`src/hdl/wpd_pkg.sv`:
```
// ----------------------------------------------------------------------------
// wpd_pkg
// Shared types and constants of the workload phase detector.
// ----------------------------------------------------------------------------
package wpd_pkg;

  localparam int CNT_W    = 40;
  localparam int CNTIN_W  = 16;
  localparam int WIN_W    = 32;
  localparam int Q16_W    = 17;
  localparam int INT_W    = 24;
  localparam int TREND_W  = 18;
  localparam int QUO_W    = 24;
  localparam int ITER_W   = 5;
  localparam int CFG_IDX_W = 2;
  localparam int CFG_DATA_W = 32;
  localparam int IN_DATA_W  = 48;
  localparam int OUT_DATA_W = 64;

  localparam int HISTORY_DEPTH_DEF = 16;

  localparam logic [WIN_W-1:0]  WINDOW_RST   = 32'd100000;
  localparam logic [Q16_W-1:0]  THRESH_RST   = 17'd13107;
  localparam logic [INT_W-1:0]  HI_INT_RST   = 24'd25600;
  localparam logic [Q16_W-1:0]  HI_MISS_RST  = 17'd6554;

  localparam logic [Q16_W-1:0]  ONE_Q16      = 17'd65536;
  localparam logic [INT_W-1:0]  INT_MAX      = 24'hFFFFFF;
  localparam logic [CNT_W-1:0]  CNT_MAX      = 40'hFF_FFFF_FFFF;

  localparam logic [ITER_W-1:0] ITER_Q16     = 5'd16;
  localparam logic [ITER_W-1:0] ITER_INT     = 5'd24;

  typedef enum logic [CFG_IDX_W-1:0] {
    REG_WINDOW  = 2'd0,
    REG_THRESH  = 2'd1,
    REG_HI_INT  = 2'd2,
    REG_HI_MISS = 2'd3
  } cfg_reg_t;

  typedef enum logic [1:0] {
    CLS_MEMORY  = 2'd0,
    CLS_COMPUTE = 2'd1,
    CLS_MIXED   = 2'd2
  } phase_class_t;

  typedef enum logic [4:0] {
    ST_IDLE, ST_RATE, ST_RATE_W, ST_INT_PREP, ST_INT, ST_INT_W, ST_SIM, ST_SIM_W,
    ST_CMP, ST_PUSH, ST_WALK_INIT, ST_WALK, ST_PROD, ST_DIFF, ST_TREND, ST_TREND_W,
    ST_DONE
  } wpd_state_t;

  typedef struct packed {
    logic              start;
    logic [ITER_W-1:0] count;
  } div_req_t;

endpackage

```
`src/hdl/wpd_divider.sv`:
```
// ----------------------------------------------------------------------------
// wpd_divider
// Shared restoring divider, one quotient bit per cycle.
// ----------------------------------------------------------------------------
module wpd_divider (
  input  logic                        clk,
  input  logic                        rst_n,
  input  wpd_pkg::div_req_t           req,
  input  logic [wpd_pkg::CNT_W-1:0]   rem_init,
  input  logic [wpd_pkg::QUO_W-1:0]   low,
  input  logic [wpd_pkg::CNT_W-1:0]   divisor,
  output logic                        done,
  output logic [wpd_pkg::QUO_W-1:0]   quo
);

  logic [wpd_pkg::CNT_W-1:0]  rem_r;
  logic [wpd_pkg::QUO_W-1:0]  low_r;
  logic [wpd_pkg::CNT_W-1:0]  div_r;
  logic [wpd_pkg::QUO_W-1:0]  quo_r;
  logic [wpd_pkg::ITER_W-1:0] cnt_r;
  logic                       done_r;
  logic [wpd_pkg::CNT_W:0]    trial;
  logic [wpd_pkg::CNT_W:0]    diff;
  logic                       ge;

  // The remainder always stays below the divisor, so the shifted value fits
  // one extra bit.
  assign trial = {rem_r, low_r[wpd_pkg::QUO_W-1]};
  assign ge    = trial >= {1'b0, div_r};
  assign diff  = trial - {1'b0, div_r};

  always_ff @(posedge clk) begin
    if (!rst_n) begin
      cnt_r  <= '0;
      done_r <= 1'b0;
    end else begin
      done_r <= 1'b0;
      if (req.start) begin
        cnt_r <= req.count;
      end else if (cnt_r != '0) begin
        cnt_r <= cnt_r - 1'b1;
        if (cnt_r == wpd_pkg::ITER_W'(1)) begin
          done_r <= 1'b1;
        end
      end
    end
  end

  always_ff @(posedge clk) begin
    if (req.start) begin
      rem_r <= rem_init;
      low_r <= low;
      div_r <= divisor;
      quo_r <= '0;
    end else if (cnt_r != '0) begin
      rem_r <= ge ? diff[wpd_pkg::CNT_W-1:0] : trial[wpd_pkg::CNT_W-1:0];
      low_r <= {low_r[wpd_pkg::QUO_W-2:0], 1'b0};
      quo_r <= {quo_r[wpd_pkg::QUO_W-2:0], ge};
    end
  end

  assign done = done_r;
  assign quo  = quo_r;

endmodule

```
`src/hdl/wpd_history.sv`:
```
// ----------------------------------------------------------------------------
// wpd_history
// Miss-rate history memory with one write port and a registered read port.
// ----------------------------------------------------------------------------
module wpd_history #(
  parameter int HISTORY_DEPTH = wpd_pkg::HISTORY_DEPTH_DEF
) (
  input  logic                             clk,
  input  logic                             we,
  input  logic [$clog2(HISTORY_DEPTH)-1:0] waddr,
  input  logic [wpd_pkg::Q16_W-1:0]        wdata,
  input  logic [$clog2(HISTORY_DEPTH)-1:0] raddr,
  output logic [wpd_pkg::Q16_W-1:0]        rdata
);

  logic [wpd_pkg::Q16_W-1:0] mem [HISTORY_DEPTH];
  logic [wpd_pkg::Q16_W-1:0] rdata_r;

  always_ff @(posedge clk) begin
    if (we) begin
      mem[waddr] <= wdata;
    end
    rdata_r <= mem[raddr];
  end

  assign rdata = rdata_r;

endmodule

```
`src/hdl/workload_phase_detector_unit.sv`:
```
// ----------------------------------------------------------------------------
// workload_phase_detector_unit
// Window counters, phase classification, change detection and miss-rate
// trend over a bounded history, sequenced around one shared divider.
// ----------------------------------------------------------------------------
//  Channel  Direction  Handshake            Payload
//  in_      input      in_tvalid/in_tready  tdata: instr, accesses, misses; tuser: kind
//  out_     output     out_tvalid/out_tready tdata: result fields
//  cfg_     input      cfg_valid/cfg_ready  cfg_index, cfg_data
//
// An item that does not close a window is answered from the idle state. A
// closing item runs the divider up to four times (miss rate, intensity,
// similarity and trend) plus a walk over the history memory. in_tready is
// low while a close is in progress or the output register holds a result
// that is not taken. Reset is synchronous.
module workload_phase_detector_unit #(
  parameter int HISTORY_DEPTH = wpd_pkg::HISTORY_DEPTH_DEF
) (
  input  logic                             clk,
  input  logic                             rst_n,
  input  logic                             in_tvalid,
  output logic                             in_tready,
  // [15:0] instructions, [31:16] accesses, [47:32] misses
  input  logic [wpd_pkg::IN_DATA_W-1:0]    in_tdata,
  // [0] kind
  input  logic                             in_tuser,
  output logic                             out_tvalid,
  input  logic                             out_tready,
  // [0] window_closed, [1] phase change flag, [3:2] phase_class,
  // [20:4] window_miss_rate, [44:21] window_intensity, [62:45] miss_trend
  output logic [wpd_pkg::OUT_DATA_W-1:0]   out_tdata,
  input  logic                             cfg_valid,
  output logic                             cfg_ready,
  input  logic [wpd_pkg::CFG_IDX_W-1:0]    cfg_index,
  input  logic [wpd_pkg::CFG_DATA_W-1:0]   cfg_data
);

  localparam int HW   = $clog2(HISTORY_DEPTH);
  localparam int FW   = $clog2(HISTORY_DEPTH + 1);
  localparam int SYW  = wpd_pkg::Q16_W + FW;
  localparam int SXW  = 2 * FW;
  localparam int SXYW = wpd_pkg::Q16_W + 2 * FW;
  localparam int SXXW = 3 * FW;
  localparam int PW   = wpd_pkg::Q16_W + 3 * FW;
  localparam int DW   = 4 * FW;
  localparam int NW   = PW + 1;
  localparam int CW   = 64;
  localparam logic [HW-1:0] LAST_IDX = HW'(HISTORY_DEPTH - 1);
  localparam logic [FW-1:0] DEPTH_F  = FW'(HISTORY_DEPTH);

  localparam int CN = wpd_pkg::CNT_W;

  // configuration
  logic [wpd_pkg::WIN_W-1:0] win_r;
  logic [wpd_pkg::Q16_W-1:0] thr_r;
  logic [wpd_pkg::INT_W-1:0] hi_int_r;
  logic [wpd_pkg::Q16_W-1:0] hi_miss_r;

  wpd_pkg::wpd_state_t state_r, state_nxt;

  logic [CN-1:0] tot_i_r, tot_a_r, tot_m_r;
  logic [CN-1:0] sum_i, sum_a, sum_m;
  logic          accept, close_go;

  logic [wpd_pkg::Q16_W-1:0] rate_r, term_r, tmag_r;
  logic [wpd_pkg::INT_W-1:0] int_r, last_int_r;
  logic                      last_acc_r, chg_r, tneg_r;
  wpd_pkg::phase_class_t     cls_r;
  logic [46:0]               a125_r;
  logic [FW-1:0]             fill_r, iss_r;
  logic [HW-1:0]             head_r, ptr_r, prev_idx, start_idx, raddr;
  logic                      v_r;
  logic [FW-1:0]             x_r;
  logic [SYW-1:0]            sy_r;
  logic [SXW-1:0]            sx_r;
  logic [SXYW-1:0]           sxy_r;
  logic [SXXW-1:0]           sxx_r;
  logic [PW-1:0]             p1_r, p2_r;
  logic [DW-1:0]             p3_r, p4_r, den_r;
  logic signed [NW-1:0]      num_r;
  logic                      den_pos_r;

  logic                      out_valid_r;
  logic [wpd_pkg::OUT_DATA_W-1:0] out_data_r;
  logic                      out_free;

  // shared divider
  wpd_pkg::div_req_t         div_req;
  logic [CN-1:0]             div_rem, div_dsr;
  logic [wpd_pkg::QUO_W-1:0] div_low, div_quo;
  logic                      div_done;

  logic [wpd_pkg::Q16_W-1:0] hist_q;
  logic                      hist_we;

  // condition terms
  logic                      has_acc, miss_ge;
  logic [57:0]               int_num;
  logic                      int_ovf;
  logic [wpd_pkg::INT_W-1:0] idiff, imax;
  logic [wpd_pkg::Q16_W-1:0] rdiff;
  logic                      sim_skip, sim_acc_mis, sim_div;
  logic [PW-1:0]             mag;
  logic                      tr_sat;
  logic [wpd_pkg::Q16_W:0]   sim_dist;
  wpd_pkg::phase_class_t     cls_nxt;
  logic [wpd_pkg::TREND_W-1:0] trend;

  function automatic logic [CN-1:0] sat_add(input logic [CN-1:0] a,
                                            input logic [wpd_pkg::CNTIN_W-1:0] b);
    logic [CN:0] s;
    s = {1'b0, a} + (CN+1)'(b);
    return s[CN] ? wpd_pkg::CNT_MAX : s[CN-1:0];
  endfunction

  assign out_free  = !out_valid_r || out_tready;
  assign in_tready = (state_r == wpd_pkg::ST_IDLE) && out_free;
  assign accept    = in_tvalid && in_tready;
  assign cfg_ready = 1'b1;

  assign sum_i    = sat_add(tot_i_r, in_tdata[15:0]);
  assign sum_a    = sat_add(tot_a_r, in_tdata[31:16]);
  assign sum_m    = sat_add(tot_m_r, in_tdata[47:32]);
  assign close_go = in_tuser && (sum_i >= CN'(win_r));

  assign has_acc  = tot_a_r != '0;
  assign miss_ge  = tot_m_r >= tot_a_r;
  assign int_num  = {a125_r, 11'b0};
  assign int_ovf  = CW'(int_num) >= {tot_i_r, 24'b0};

  assign prev_idx  = (head_r == '0) ? LAST_IDX : head_r - 1'b1;
  assign start_idx = (head_r >= HW'(fill_r)) ? head_r - HW'(fill_r)
                                              : HW'(head_r + HW'(DEPTH_F) - HW'(fill_r));
  assign raddr     = (state_r == wpd_pkg::ST_WALK) ? ptr_r : prev_idx;

  assign idiff = (int_r > last_int_r) ? int_r - last_int_r : last_int_r - int_r;
  assign imax  = (int_r > last_int_r) ? int_r : last_int_r;
  assign rdiff = (hist_q > rate_r) ? hist_q - rate_r : rate_r - hist_q;
  assign sim_skip    = fill_r == '0;
  assign sim_acc_mis = !has_acc || !last_acc_r;
  assign sim_div     = !sim_skip && !sim_acc_mis && (imax != '0) && (idiff != imax);
  assign sim_dist    = {1'b0, rdiff} + {1'b0, term_r};

  assign mag    = num_r[NW-1] ? PW'(-num_r) : PW'(num_r);
  assign tr_sat = CW'(mag) >= CW'({den_r, 16'b0});

  always_comb begin
    if (!has_acc) begin
      cls_nxt = wpd_pkg::CLS_COMPUTE;
    end else if (int_r > hi_int_r && rate_r > hi_miss_r) begin
      cls_nxt = wpd_pkg::CLS_MEMORY;
    end else if ({int_r, 1'b0} < {1'b0, hi_int_r}) begin
      cls_nxt = wpd_pkg::CLS_COMPUTE;
    end else begin
      cls_nxt = wpd_pkg::CLS_MIXED;
    end
  end

  assign trend = tneg_r ? -{1'b0, tmag_r} : {1'b0, tmag_r};

  // next state
  always_comb begin
    state_nxt = state_r;
    case (state_r)
      wpd_pkg::ST_IDLE:      if (accept && close_go) state_nxt = wpd_pkg::ST_RATE;
      wpd_pkg::ST_RATE: begin
        if (!has_acc) state_nxt = wpd_pkg::ST_SIM;
        else if (miss_ge) state_nxt = wpd_pkg::ST_INT_PREP;
        else state_nxt = wpd_pkg::ST_RATE_W;
      end
      wpd_pkg::ST_RATE_W:    if (div_done) state_nxt = wpd_pkg::ST_INT_PREP;
      wpd_pkg::ST_INT_PREP:  state_nxt = wpd_pkg::ST_INT;
      wpd_pkg::ST_INT:       state_nxt = int_ovf ? wpd_pkg::ST_SIM : wpd_pkg::ST_INT_W;
      wpd_pkg::ST_INT_W:     if (div_done) state_nxt = wpd_pkg::ST_SIM;
      wpd_pkg::ST_SIM: begin
        if (sim_skip || sim_acc_mis) state_nxt = wpd_pkg::ST_PUSH;
        else if (sim_div) state_nxt = wpd_pkg::ST_SIM_W;
        else state_nxt = wpd_pkg::ST_CMP;
      end
      wpd_pkg::ST_SIM_W:     if (div_done) state_nxt = wpd_pkg::ST_CMP;
      wpd_pkg::ST_CMP:       state_nxt = wpd_pkg::ST_PUSH;
      wpd_pkg::ST_PUSH:      state_nxt = wpd_pkg::ST_WALK_INIT;
      wpd_pkg::ST_WALK_INIT: begin
        state_nxt = (fill_r < FW'(2)) ? wpd_pkg::ST_DONE : wpd_pkg::ST_WALK;
      end
      wpd_pkg::ST_WALK:      if (iss_r == fill_r && !v_r) state_nxt = wpd_pkg::ST_PROD;
      wpd_pkg::ST_PROD:      state_nxt = wpd_pkg::ST_DIFF;
      wpd_pkg::ST_DIFF:      state_nxt = wpd_pkg::ST_TREND;
      wpd_pkg::ST_TREND: begin
        state_nxt = (den_pos_r && !tr_sat) ? wpd_pkg::ST_TREND_W : wpd_pkg::ST_DONE;
      end
      wpd_pkg::ST_TREND_W:   if (div_done) state_nxt = wpd_pkg::ST_DONE;
      wpd_pkg::ST_DONE:      if (out_free) state_nxt = wpd_pkg::ST_IDLE;
      default:               state_nxt = wpd_pkg::ST_IDLE;
    endcase
  end

  // sequencer outputs: divider requests and operands, history write
  always_comb begin
    div_req.start = 1'b0;
    div_req.count = wpd_pkg::ITER_Q16;
    div_rem       = tot_m_r;
    div_low       = '0;
    div_dsr       = tot_a_r;
    hist_we       = 1'b0;
    case (state_r)
      wpd_pkg::ST_RATE: begin
        div_req.start = has_acc && !miss_ge;
      end
      wpd_pkg::ST_INT: begin
        div_req.start = !int_ovf;
        div_req.count = wpd_pkg::ITER_INT;
        div_rem       = CN'(int_num[57:24]);
        div_low       = int_num[23:0];
        div_dsr       = tot_i_r;
      end
      wpd_pkg::ST_SIM: begin
        div_req.start = sim_div;
        div_rem       = CN'(idiff);
        div_dsr       = CN'(imax);
      end
      wpd_pkg::ST_TREND: begin
        div_req.start = den_pos_r && !tr_sat;
        div_rem       = CN'(mag >> 16);
        div_low       = {mag[15:0], 8'b0};
        div_dsr       = CN'(den_r);
      end
      wpd_pkg::ST_PUSH: begin
        hist_we = 1'b1;
      end
      default: begin
        div_req.start = 1'b0;
      end
    endcase
  end

  wpd_divider u_div (
    .clk      (clk),
    .rst_n    (rst_n),
    .req      (div_req),
    .rem_init (div_rem),
    .low      (div_low),
    .divisor  (div_dsr),
    .done     (div_done),
    .quo      (div_quo)
  );

  wpd_history #(.HISTORY_DEPTH(HISTORY_DEPTH)) u_hist (
    .clk   (clk),
    .we    (hist_we),
    .waddr (head_r),
    .wdata (rate_r),
    .raddr (raddr),
    .rdata (hist_q)
  );

  // control state
  always_ff @(posedge clk) begin
    if (!rst_n) begin
      state_r     <= wpd_pkg::ST_IDLE;
      win_r       <= wpd_pkg::WINDOW_RST;
      thr_r       <= wpd_pkg::THRESH_RST;
      hi_int_r    <= wpd_pkg::HI_INT_RST;
      hi_miss_r   <= wpd_pkg::HI_MISS_RST;
      tot_i_r     <= '0;
      tot_a_r     <= '0;
      tot_m_r     <= '0;
      fill_r      <= '0;
      head_r      <= '0;
      last_int_r  <= '0;
      last_acc_r  <= 1'b0;
      out_valid_r <= 1'b0;
      v_r         <= 1'b0;
      iss_r       <= '0;
    end else begin
      state_r <= state_nxt;
      if (cfg_valid) begin
        case (wpd_pkg::cfg_reg_t'(cfg_index))
          wpd_pkg::REG_WINDOW:  win_r     <= cfg_data;
          wpd_pkg::REG_THRESH:  thr_r     <= cfg_data[wpd_pkg::Q16_W-1:0];
          wpd_pkg::REG_HI_INT:  hi_int_r  <= cfg_data[wpd_pkg::INT_W-1:0];
          wpd_pkg::REG_HI_MISS: hi_miss_r <= cfg_data[wpd_pkg::Q16_W-1:0];
          default:              win_r     <= win_r;
        endcase
      end
      // A new result loads the output register even while the old one is
      // being taken in the same cycle.
      if ((accept && !close_go) || (state_r == wpd_pkg::ST_DONE && out_free)) begin
        out_valid_r <= 1'b1;
      end else if (out_valid_r && out_tready) begin
        out_valid_r <= 1'b0;
      end
      if (accept) begin
        tot_i_r <= sum_i;
        tot_a_r <= sum_a;
        tot_m_r <= sum_m;
      end
      if (state_r == wpd_pkg::ST_PUSH) begin
        head_r     <= (head_r == LAST_IDX) ? '0 : head_r + 1'b1;
        fill_r     <= (fill_r == DEPTH_F) ? fill_r : fill_r + 1'b1;
        last_int_r <= int_r;
        last_acc_r <= has_acc;
      end
      if (state_r == wpd_pkg::ST_WALK_INIT) begin
        iss_r <= '0;
        v_r   <= 1'b0;
      end
      if (state_r == wpd_pkg::ST_WALK) begin
        v_r <= iss_r < fill_r;
        if (iss_r < fill_r) begin
          iss_r <= iss_r + 1'b1;
        end
      end
      if (state_r == wpd_pkg::ST_DONE && out_free) begin
        tot_i_r     <= '0;
        tot_a_r     <= '0;
        tot_m_r     <= '0;
      end
    end
  end

  // datapath payload
  always_ff @(posedge clk) begin
    if (accept && !close_go) begin
      out_data_r <= '0;
    end
    case (state_r)
      wpd_pkg::ST_RATE: begin
        rate_r <= (has_acc && miss_ge) ? wpd_pkg::ONE_Q16 : '0;
        int_r  <= '0;
        a125_r <= 47'({tot_a_r, 7'b0}) - 47'({tot_a_r, 2'b0}) + 47'(tot_a_r);
        chg_r  <= 1'b0;
        term_r <= '0;
      end
      wpd_pkg::ST_RATE_W: if (div_done) rate_r <= {1'b0, div_quo[15:0]};
      wpd_pkg::ST_INT:    if (int_ovf) int_r <= wpd_pkg::INT_MAX;
      wpd_pkg::ST_INT_W:  if (div_done) int_r <= div_quo;
      wpd_pkg::ST_SIM: begin
        cls_r <= cls_nxt;
        if (!sim_skip && sim_acc_mis) begin
          chg_r <= thr_r < wpd_pkg::ONE_Q16;
        end
        // equal distance and maximum give exactly one
        term_r <= (imax != '0 && idiff == imax) ? wpd_pkg::ONE_Q16 : '0;
      end
      wpd_pkg::ST_SIM_W:  if (div_done) term_r <= {1'b0, div_quo[15:0]};
      wpd_pkg::ST_CMP:    chg_r <= sim_dist > {thr_r, 1'b0};
      wpd_pkg::ST_WALK_INIT: begin
        ptr_r  <= start_idx;
        sy_r   <= '0;
        sx_r   <= '0;
        sxy_r  <= '0;
        sxx_r  <= '0;
        tmag_r <= '0;
        tneg_r <= 1'b0;
      end
      wpd_pkg::ST_WALK: begin
        if (iss_r < fill_r) begin
          ptr_r <= (ptr_r == LAST_IDX) ? '0 : ptr_r + 1'b1;
          x_r   <= iss_r;
        end
        if (v_r) begin
          sy_r  <= sy_r + SYW'(hist_q);
          sx_r  <= sx_r + SXW'(x_r);
          sxy_r <= sxy_r + SXYW'(x_r) * SXYW'(hist_q);
          sxx_r <= sxx_r + SXXW'(x_r) * SXXW'(x_r);
        end
      end
      wpd_pkg::ST_PROD: begin
        p1_r <= PW'(fill_r) * PW'(sxy_r);
        p2_r <= PW'(sx_r) * PW'(sy_r);
        p3_r <= DW'(fill_r) * DW'(sxx_r);
        p4_r <= DW'(sx_r) * DW'(sx_r);
      end
      wpd_pkg::ST_DIFF: begin
        num_r     <= $signed({1'b0, p1_r}) - $signed({1'b0, p2_r});
        den_r     <= p3_r - p4_r;
        den_pos_r <= p3_r > p4_r;
      end
      wpd_pkg::ST_TREND: begin
        tneg_r <= num_r[NW-1];
        tmag_r <= (den_pos_r && tr_sat) ? wpd_pkg::ONE_Q16 : '0;
      end
      wpd_pkg::ST_TREND_W: if (div_done) tmag_r <= {1'b0, div_quo[15:0]};
      wpd_pkg::ST_DONE: begin
        if (out_free) begin
          out_data_r <= {1'b0, trend, int_r, rate_r, cls_r, chg_r, 1'b1};
        end
      end
      default: begin
        x_r <= x_r;
      end
    endcase
  end

  assign out_tvalid = out_valid_r;
  assign out_tdata  = out_data_r;

endmodule

```
`config.mk`:
```
export PLATFORM = sky130hd
export DESIGN_NAME = workload_phase_detector_unit
export DESIGN_NICKNAME = d
export VERILOG_FILES = /design/src/hdl/wpd_pkg.sv /design/src/hdl/wpd_divider.sv /design/src/hdl/wpd_history.sv /design/src/hdl/workload_phase_detector_unit.sv
export SDC_FILE = /design/constraint.sdc
export NUM_CORES = 2
export LEC_CHECK = 0
export BUFFER_PORTS_ARGS = -buffer_cell sky130_fd_sc_hd__buf_2
export CAP_MARGIN = 20
export CORE_MARGIN = 5
export CORE_UTILIZATION = 35
export DETAILED_ROUTE_END_ITERATION = 6
export GPL_TIMING_DRIVEN = 0
export PLACE_DENSITY = 0.49
export REMOVE_ABC_BUFFERS = 1
export SLEW_MARGIN = 15
export SYNTH_ARGS = -nofsm -noshare
export SYNTH_HDL_FRONTEND = slang
export SYNTH_SLANG_ARGS = --single-unit
```
`constraint.sdc`:
```
create_clock -name clk -period 8.6 [get_ports clk]
set_input_delay 2.15 -clock clk [delete_from_list [all_inputs] [get_ports clk]]
set_output_delay 2.15 -clock clk [all_outputs]
set_load 0.01 [all_outputs]
```
# After elaboration in Yosys (flattened, before gate mapping)
# Memory sizes are Yosys's and may differ from the RTL's. A register that Yosys moved wholly into a read port is not among the register bits.
# Cells that the tools add are included.
[word_totals]
register_bits = 821
latchBits = 0
mem_bits_rw = 272
mem_bits_ro = 0
inputBits = 88
out_inout_bits = 67
word_cells = 276
mem_count = 1
[mem_list]
columns = ["memory", "words", "word_bits", "read_ports", "rd_ports_with_merged_regs", "wr", "line", "rtl"]
rows = [
  ["u_hist.mem", 16, 17, 1, 1, 1, "wpd_history.sv:16", "logic [wpd_pkg::Q16_W-1:0] mem [HISTORY_DEPTH];"],
]
[op_classes]
addsub = 26
multipliers = 6
div_mod_pow = 0
magnitude_cmp = 15
eq_ne = 37
n_shift = 0
mux = 78
bitwise = 4
n_reduce_logical = 65
[ops]
columns = ["operator", "n"]
rows = [
  ["2-to-1 mux 40 bit", 6],
  ["one-hot mux 40 bit (3 select lines)", 2],
  ["2-to-1 mux 64 bit", 3],
  ["2-to-1 mux 24 bit", 6],
  ["adder 40 x 16 -> 41 bit", 3],
  ["one-hot mux 17 bit (3 select lines)", 2],
  ["2-to-1 mux 17 bit", 5],
  ["one-hot mux 5 bit (17 select lines)", 1],
  ["one-hot mux 24 bit (3 select lines)", 1],
  ["2-to-1 mux 5 bit", 14],
  [">= comparator 58 x 64 -> 1 bit", 1],
  ["one-hot mux 27 bit (2 select lines)", 1],
  ["greater-than comparator 24 bit", 2],
  ["one-hot mux 24 bit (2 select lines)", 1],
  ["subtractor 24 bit", 2],
  ["adder 47 x 40 -> 47 bit", 1],
  ["subtractor 47 x 42 -> 47 bit", 1],
  ["one-hot mux 22 bit (2 select lines)", 1],
  [">= comparator 41 x 40 -> 1 bit", 1],
  ["== test 5 x 4 -> 1 bit, second input constant", 8],
  [">= comparator 40 x 32 -> 1 bit", 1],
  [">= comparator 40 bit", 1],
  ["nonzero test 40 bit", 1],
  ["subtractor 40 bit", 1],
  ["74 further kinds", 165],
]

# Longest topological paths before layout
[depth]
ltp_word = 10
mapped_depth = 36
ltp_nobuf = 35

# Cells and area by module
# From an unflattened synthesis, not the netlist that was laid out.
[unflattened]
cells_unflattened = 8915
hier_area_um2 = 85341.8
[by_module_without_submodules]
columns = ["module", "instances", "cells_per_inst", "area_each_um2", "seq_area_each_um2"]
rows = [
  ["workload_phase_detector_unit", 1, 7635, 66786.6, 17396.7],
  ["wpd_history", 1, 458, 10637.7, 8508.2],
  ["wpd_divider", 1, 822, 7917.6, 3723.6],
]

# Least setup slack after synthesis
# No wires, ideal clock.
[synth_path]
kind = "reg2reg"
from = "reg state_r[3]"
to = "reg p1_r[0], enable pin"
setup_ns = 0.691
t_arrival_ns = 8.311
required_ns = 7.909
slack_ns = -0.402
path_stages_with_launch = 7
n_path_buf = 3
period_less_slack_ns = 9.002
path_cell_list = "dfxtp_1 -> clkbuf_1 -> nor2b_1 -> nand2_1 -> clkbuf_1 -> clkbuf_1 -> nor3_1"
[synth_between]
elab_chain_len = 1
[synth_rtl]
columns = ["element", "line", "rtl"]
rows = [
  ["start, declared", "workload_phase_detector_unit.sv:59", "wpd_pkg::wpd_state_t state_r, state_nxt;"],
  ["start signal, assigned", "workload_phase_detector_unit.sv:260", "state_r <= wpd_pkg::ST_IDLE;"],
  ["start signal, assigned", "workload_phase_detector_unit.sv:276", "state_r <= state_nxt;"],
  ["== test 5 x 4 -> 1 bit", "workload_phase_detector_unit.sv:327", "case (state_r)"],
  ["end signal, assigned", "workload_phase_detector_unit.sv:370", "p1_r <= PW'(fill_r) * PW'(sxy_r);"],
  ["end, declared", "workload_phase_detector_unit.sv:78", "logic [PW-1:0] p1_r, p2_r;"],
]
# No other way between the ends.
# A chain may end at the register's enable or synchronous reset.

# Worst setup path in the final report
[layout_path]
from = "reg rate_r[12] (netlist name)"
to = "reg chg_r (data pin)"
[layout_between]
elab_chain_len = 5
word_cells_on_any_way = 7
classes_between = "add/sub (3); order compare (2); mux (2)"
[layout_rtl]
columns = ["element", "line", "rtl"]
rows = [
  ["start, declared", "workload_phase_detector_unit.sv:65", "logic [wpd_pkg::Q16_W-1:0] rate_r, term_r, tmag_r;"],
  ["start signal, assigned", "workload_phase_detector_unit.sv:329", "rate_r <= (has_acc && miss_ge) ? wpd_pkg::ONE_Q16 : '0;"],
  ["start signal, assigned", "workload_phase_detector_unit.sv:335", "wpd_pkg::ST_RATE_W: if (div_done) rate_r <= {1'b0, div_quo[15:0]};"],
  ["subtractor 17 bit / greater-than comparator 17 bit (equally long branches)", "workload_phase_detector_unit.sv:138", "assign rdiff = (hist_q > rate_r) ? hist_q - rate_r : rate_r - hist_q;"],
  ["2-to-1 mux 17 bit (*)", "workload_phase_detector_unit.sv:138", ""],
  ["adder 17 x 17 -> 18 bit (*)", "workload_phase_detector_unit.sv:142", "assign sim_dist = {1'b0, rdiff} + {1'b0, term_r};"],
  ["greater-than comparator 18 bit (*)", "workload_phase_detector_unit.sv:347", "wpd_pkg::ST_CMP: chg_r <= sim_dist > {thr_r, 1'b0};"],
  ["one-hot mux 1 bit (3 select lines) (*)", "workload_phase_detector_unit.sv:327", ""],
  ["end signal, assigned", "workload_phase_detector_unit.sv:341", "chg_r <= thr_r < wpd_pkg::ONE_Q16;"],
  ["end signal, assigned", "workload_phase_detector_unit.sv:347", ""],
  ["end, declared", "workload_phase_detector_unit.sv:67", "logic last_acc_r, chg_r, tneg_r;"],
]
# Mark *: on every way between the ends. The rest lies on a longest branch, timed or not.

==> metrics.txt <==
All-Layer GR Usage=0.218; Num CTS Buffers=132; Setup TNS=0 ps; DIE AREA=253,000 µm²; Area growth, synth to finish=12.1%; skew final=64.1 ps; wire length per cell=22.9 µm; Int Power=12.0 mW; Reg power frac=0.367; root buffer cell=clkbuf_16; first-pass GRT wire length=420 mm; Final Max Slew Viols=0; GRT overflow=0; RD Place Congestion=0.921; largest net degree at the start of global routing=78; crit share post-route=0.938; Mapped Cells=8,905; Post-synth top flop=edfxtp_1; worst slack, placed=-73.1 ps; via count=66,500; chip width=503 µm; Critical R2R Launch=rate_r[12]; Power Density=192 nW/µm²; Worst R2R Setup Slack=530 ps; Clock Latency Late Sink=830 ps; slowest stage cell, crit path=edfxtp_1; Final #Nets=10,300; Synth cell types=106; most used cell, CP=a21oi_1; Syn. warnings=0; # DRC=3; Worst setup SP type=flip-flop; register bit total from synthesis=1,101; run status=finished with violations; combinational share of power=0.304; RSZ-0062 raised after global routing=no; Net Sw Frac=0.348; Iter 0 DRT Violations=5,543; fin crit period=8070 ps; Pwr Total=18.3 mW; CP Data Required Time=9130 ps; Synth Cell Area=84,900 µm²; NetSw=6.37 mW; fin worst setup slack=534 ps; Cells after DPL=12,000; starting density of the core=0.352; Boundary Pins=155; share of cells above drive strength 1=0.0776; core area=241,000 µm²; slowest stage delay, CP=940 ps; Leak=40.1 nW; die height=503 µm; # rows=180; Routed WL=281 mm; number of enable flip-flop cells after synthesis=734; final hold violations=0; IO Port Bufs=153; sequential area share after synthesis=0.346; failing checks=design-rule violations; Longest Clk Path Bufs=3; initial antenna violation count=6; DR vias/cell=5.42; reg2reg path depth=31; clock net sink count=1,101; Reg clk slew, reported paths=60 ps; worst vdd ir=0.181 mV; HP Class=reg -> reg; Reg2Reg Capture Point=chg_r; maximum clock rate=124 MHz; hold path startpoint=u_div.quo[22]; DR pass1 iterations=7; critical path data arrival time=8590 ps; Post-synth ARST share=0; # setup viols final=0; Clock power frac=0.330; worst-margin pin slew=1140 ps; Hold EP=u_div.quo[23]; H-Tree Depth=4; vias in the first global route=65,900; Fill cells=24,000; CTS tree=done; antenna violation net count after detailed routing=0; WHS Path Cells=2; hpwl dp=219 mm; max-cap violations=0; CP Max Fanout=24; Non-Filler Instances=12,300; syn avg cell area=9.53 µm²; relative slew slack=0.242; Crit Path Class=reg -> reg; Crit. End Element=flip-flop
-- stage by stage --
step | util | instance area (µm²) | hold WS [ps]
floorplan | - | 83400 | 418
global placement | 0.366 | 88200 | 444
detailed placement | 0.375 | 90300 | 446
CTS | 0.394 | 95000 | 434
global route | 0.395 | 95200 | 459
finish | 0.395 | 95200 | 440
-- per-layer routing --
metal | global-route usage | vias to the layer above | routed length (µm)
met3 | 0.0240 | 384 | 12700
li1 | - | 31400 | -
met2 | 0.362 | 1664 | 131000
met1 | 0.295 | 33000 | 126000
met5 | 0 | - | 0
met4 | 0.0822 | 0 | 11700
-- synthesized netlist by cell type (31+ instances only) --
master,instances,area (µm²)
o21ai_0,340,1700
o22ai_1,73,457
buf_2,31,155
nor4_1,63,394
a211oi_1,73,548
or3_1,35,219
a31oi_1,67,419
and3_1,76,475
xnor2_1,312,2730
fa_1,439,8790
nor2b_1,77,482
nor2_1,472,1770
nand3_1,150,751
mux2i_1,49,490
buf_1,33,124
nand2_1,1062,3990
and2_1,282,1760
o21a_1,90,676
o211ai_1,64,480
ha_1,781,9770
nand4_1,100,626
o31ai_1,41,308
a21oi_1,642,3210
dfxtp_1,367,7350
inv_1,915,3430
o21bai_1,58,435
edfxtp_1,734,22000
clkbuf_1,305,1140
a21o_1,220,1650
nand2b_1,60,375
xor2_1,170,1490
mux4_2,68,1530
nor3_1,181,906
-- placed cells by master (no fill, tap or decap), types with 133 or more instances in the layout --
cell	netlist	routed
a21o_1	220	220
a21oi_1	642	641
and2_1	282	279
buf_2	31	164
clkbuf_16	0	133
dfxtp_1	367	361
edfxtp_1	734	734
fa_1	439	439
ha_1	781	781
inv_1	915	912
nand2_1	1062	1054
nand3_1	150	146
nor2_1	472	456
nor3_1	181	170
o21ai_0	340	337
xnor2_1	312	312
xor2_1	170	170
-- logic make-up (layout without fill, tap and decap cells) --
| group | after synthesis | count (layout) | share of synthesized area |
|---|---|---|---|
| flip-flops | 1101 | 1101 | 0.346 |
| other | 1 | 5 | 0.0000442 |
| XOR/XNOR | 482 | 482 | 0.0497 |
| multiplexers | 142 | 142 | 0.0271 |
| AO/OA/AOI/OAI | 2013 | 2013 | 0.153 |
| buffers and inverters | 1290 | 1448 | 0.0578 |
| AND/OR/NAND/NOR | 2656 | 2656 | 0.148 |
| adder cells (fa/ha/maj) | 1220 | 1220 | 0.219 |
-- cell type report --
type,count,area [µm²],area share
Antenna cell,4,10.0,0.000105
Clock buffer,167,3570,0.0375
Clock inverter,75,1120,0.0118
Inverter,915,3440,0.0361
Multi-Input combinational cell,6514,50900,0.535
Sequential cell,1101,29400,0.309
Tap cell,3185,3990,0.0419
Timing Repair Buffer,291,2750,0.0289
-- how the worst max path moves through the flow --
stage | depth (start not counted) | slack, ps | start | end
after floorplan | 13 | -4630 | u_div.div_r[1] | u_div.rem_r[2]
after global placement | 13 | -13180 | u_div.div_r[1] | u_div.rem_r[2]
after detailed placement | 31 | -70 | rate_r[1] | chg_r
after CTS | 31 | 70 | rate_r[1] | chg_r
after global routing | 31 | 30 | rate_r[12] | chg_r
final | 31 | 530 | rate_r[12] | chg_r
-- power groups by stage --
stage / registers, mW / clock network (mW) / logic, mW
finish: 6.72 / 6.04 / 5.56
global route: 6.75 / 6.40 / 6.09
CTS: 6.72 / 6.20 / 5.50
detailed placement: 6.83 / 0 / 5.45
global placement: 6.86 / 0 / 5.28
floorplan: 6.61 / 0 / 3.87
-- critical path, delay by kind of cell (launching register included) --
family	cells	cell delay [ps]
AOI/OAI and AO/OA	16	3090
adders and majority gates	3	1170
xor gates and xnor gates	2	680
buffers and inverters	1	180
and+or+nand+nor	9	1670
DFF	1	940
-- sequential cells by signal, indices dropped and copies added (netlist names), 32 cells and up --
signal / cells
p1_r: 32
u_div.div_r: 40
tot_a_r: 40
u_hist.mem: 272
u_div.rem_r: 40
tot_i_r: 40
win_r: 32
num_r: 33
tot_m_r: 40
p2_r: 32
a125_r: 47
out_tdata: 64
-- what timing repair did --
item | CTS | global route
setup buffers | 1 | 11
gates resized for setup | 0 | 1
hold buffers | 0 | 0
endpoints found under the setup margin | 1 | 1
Note: power is estimated with default switching activity, not from simulation.
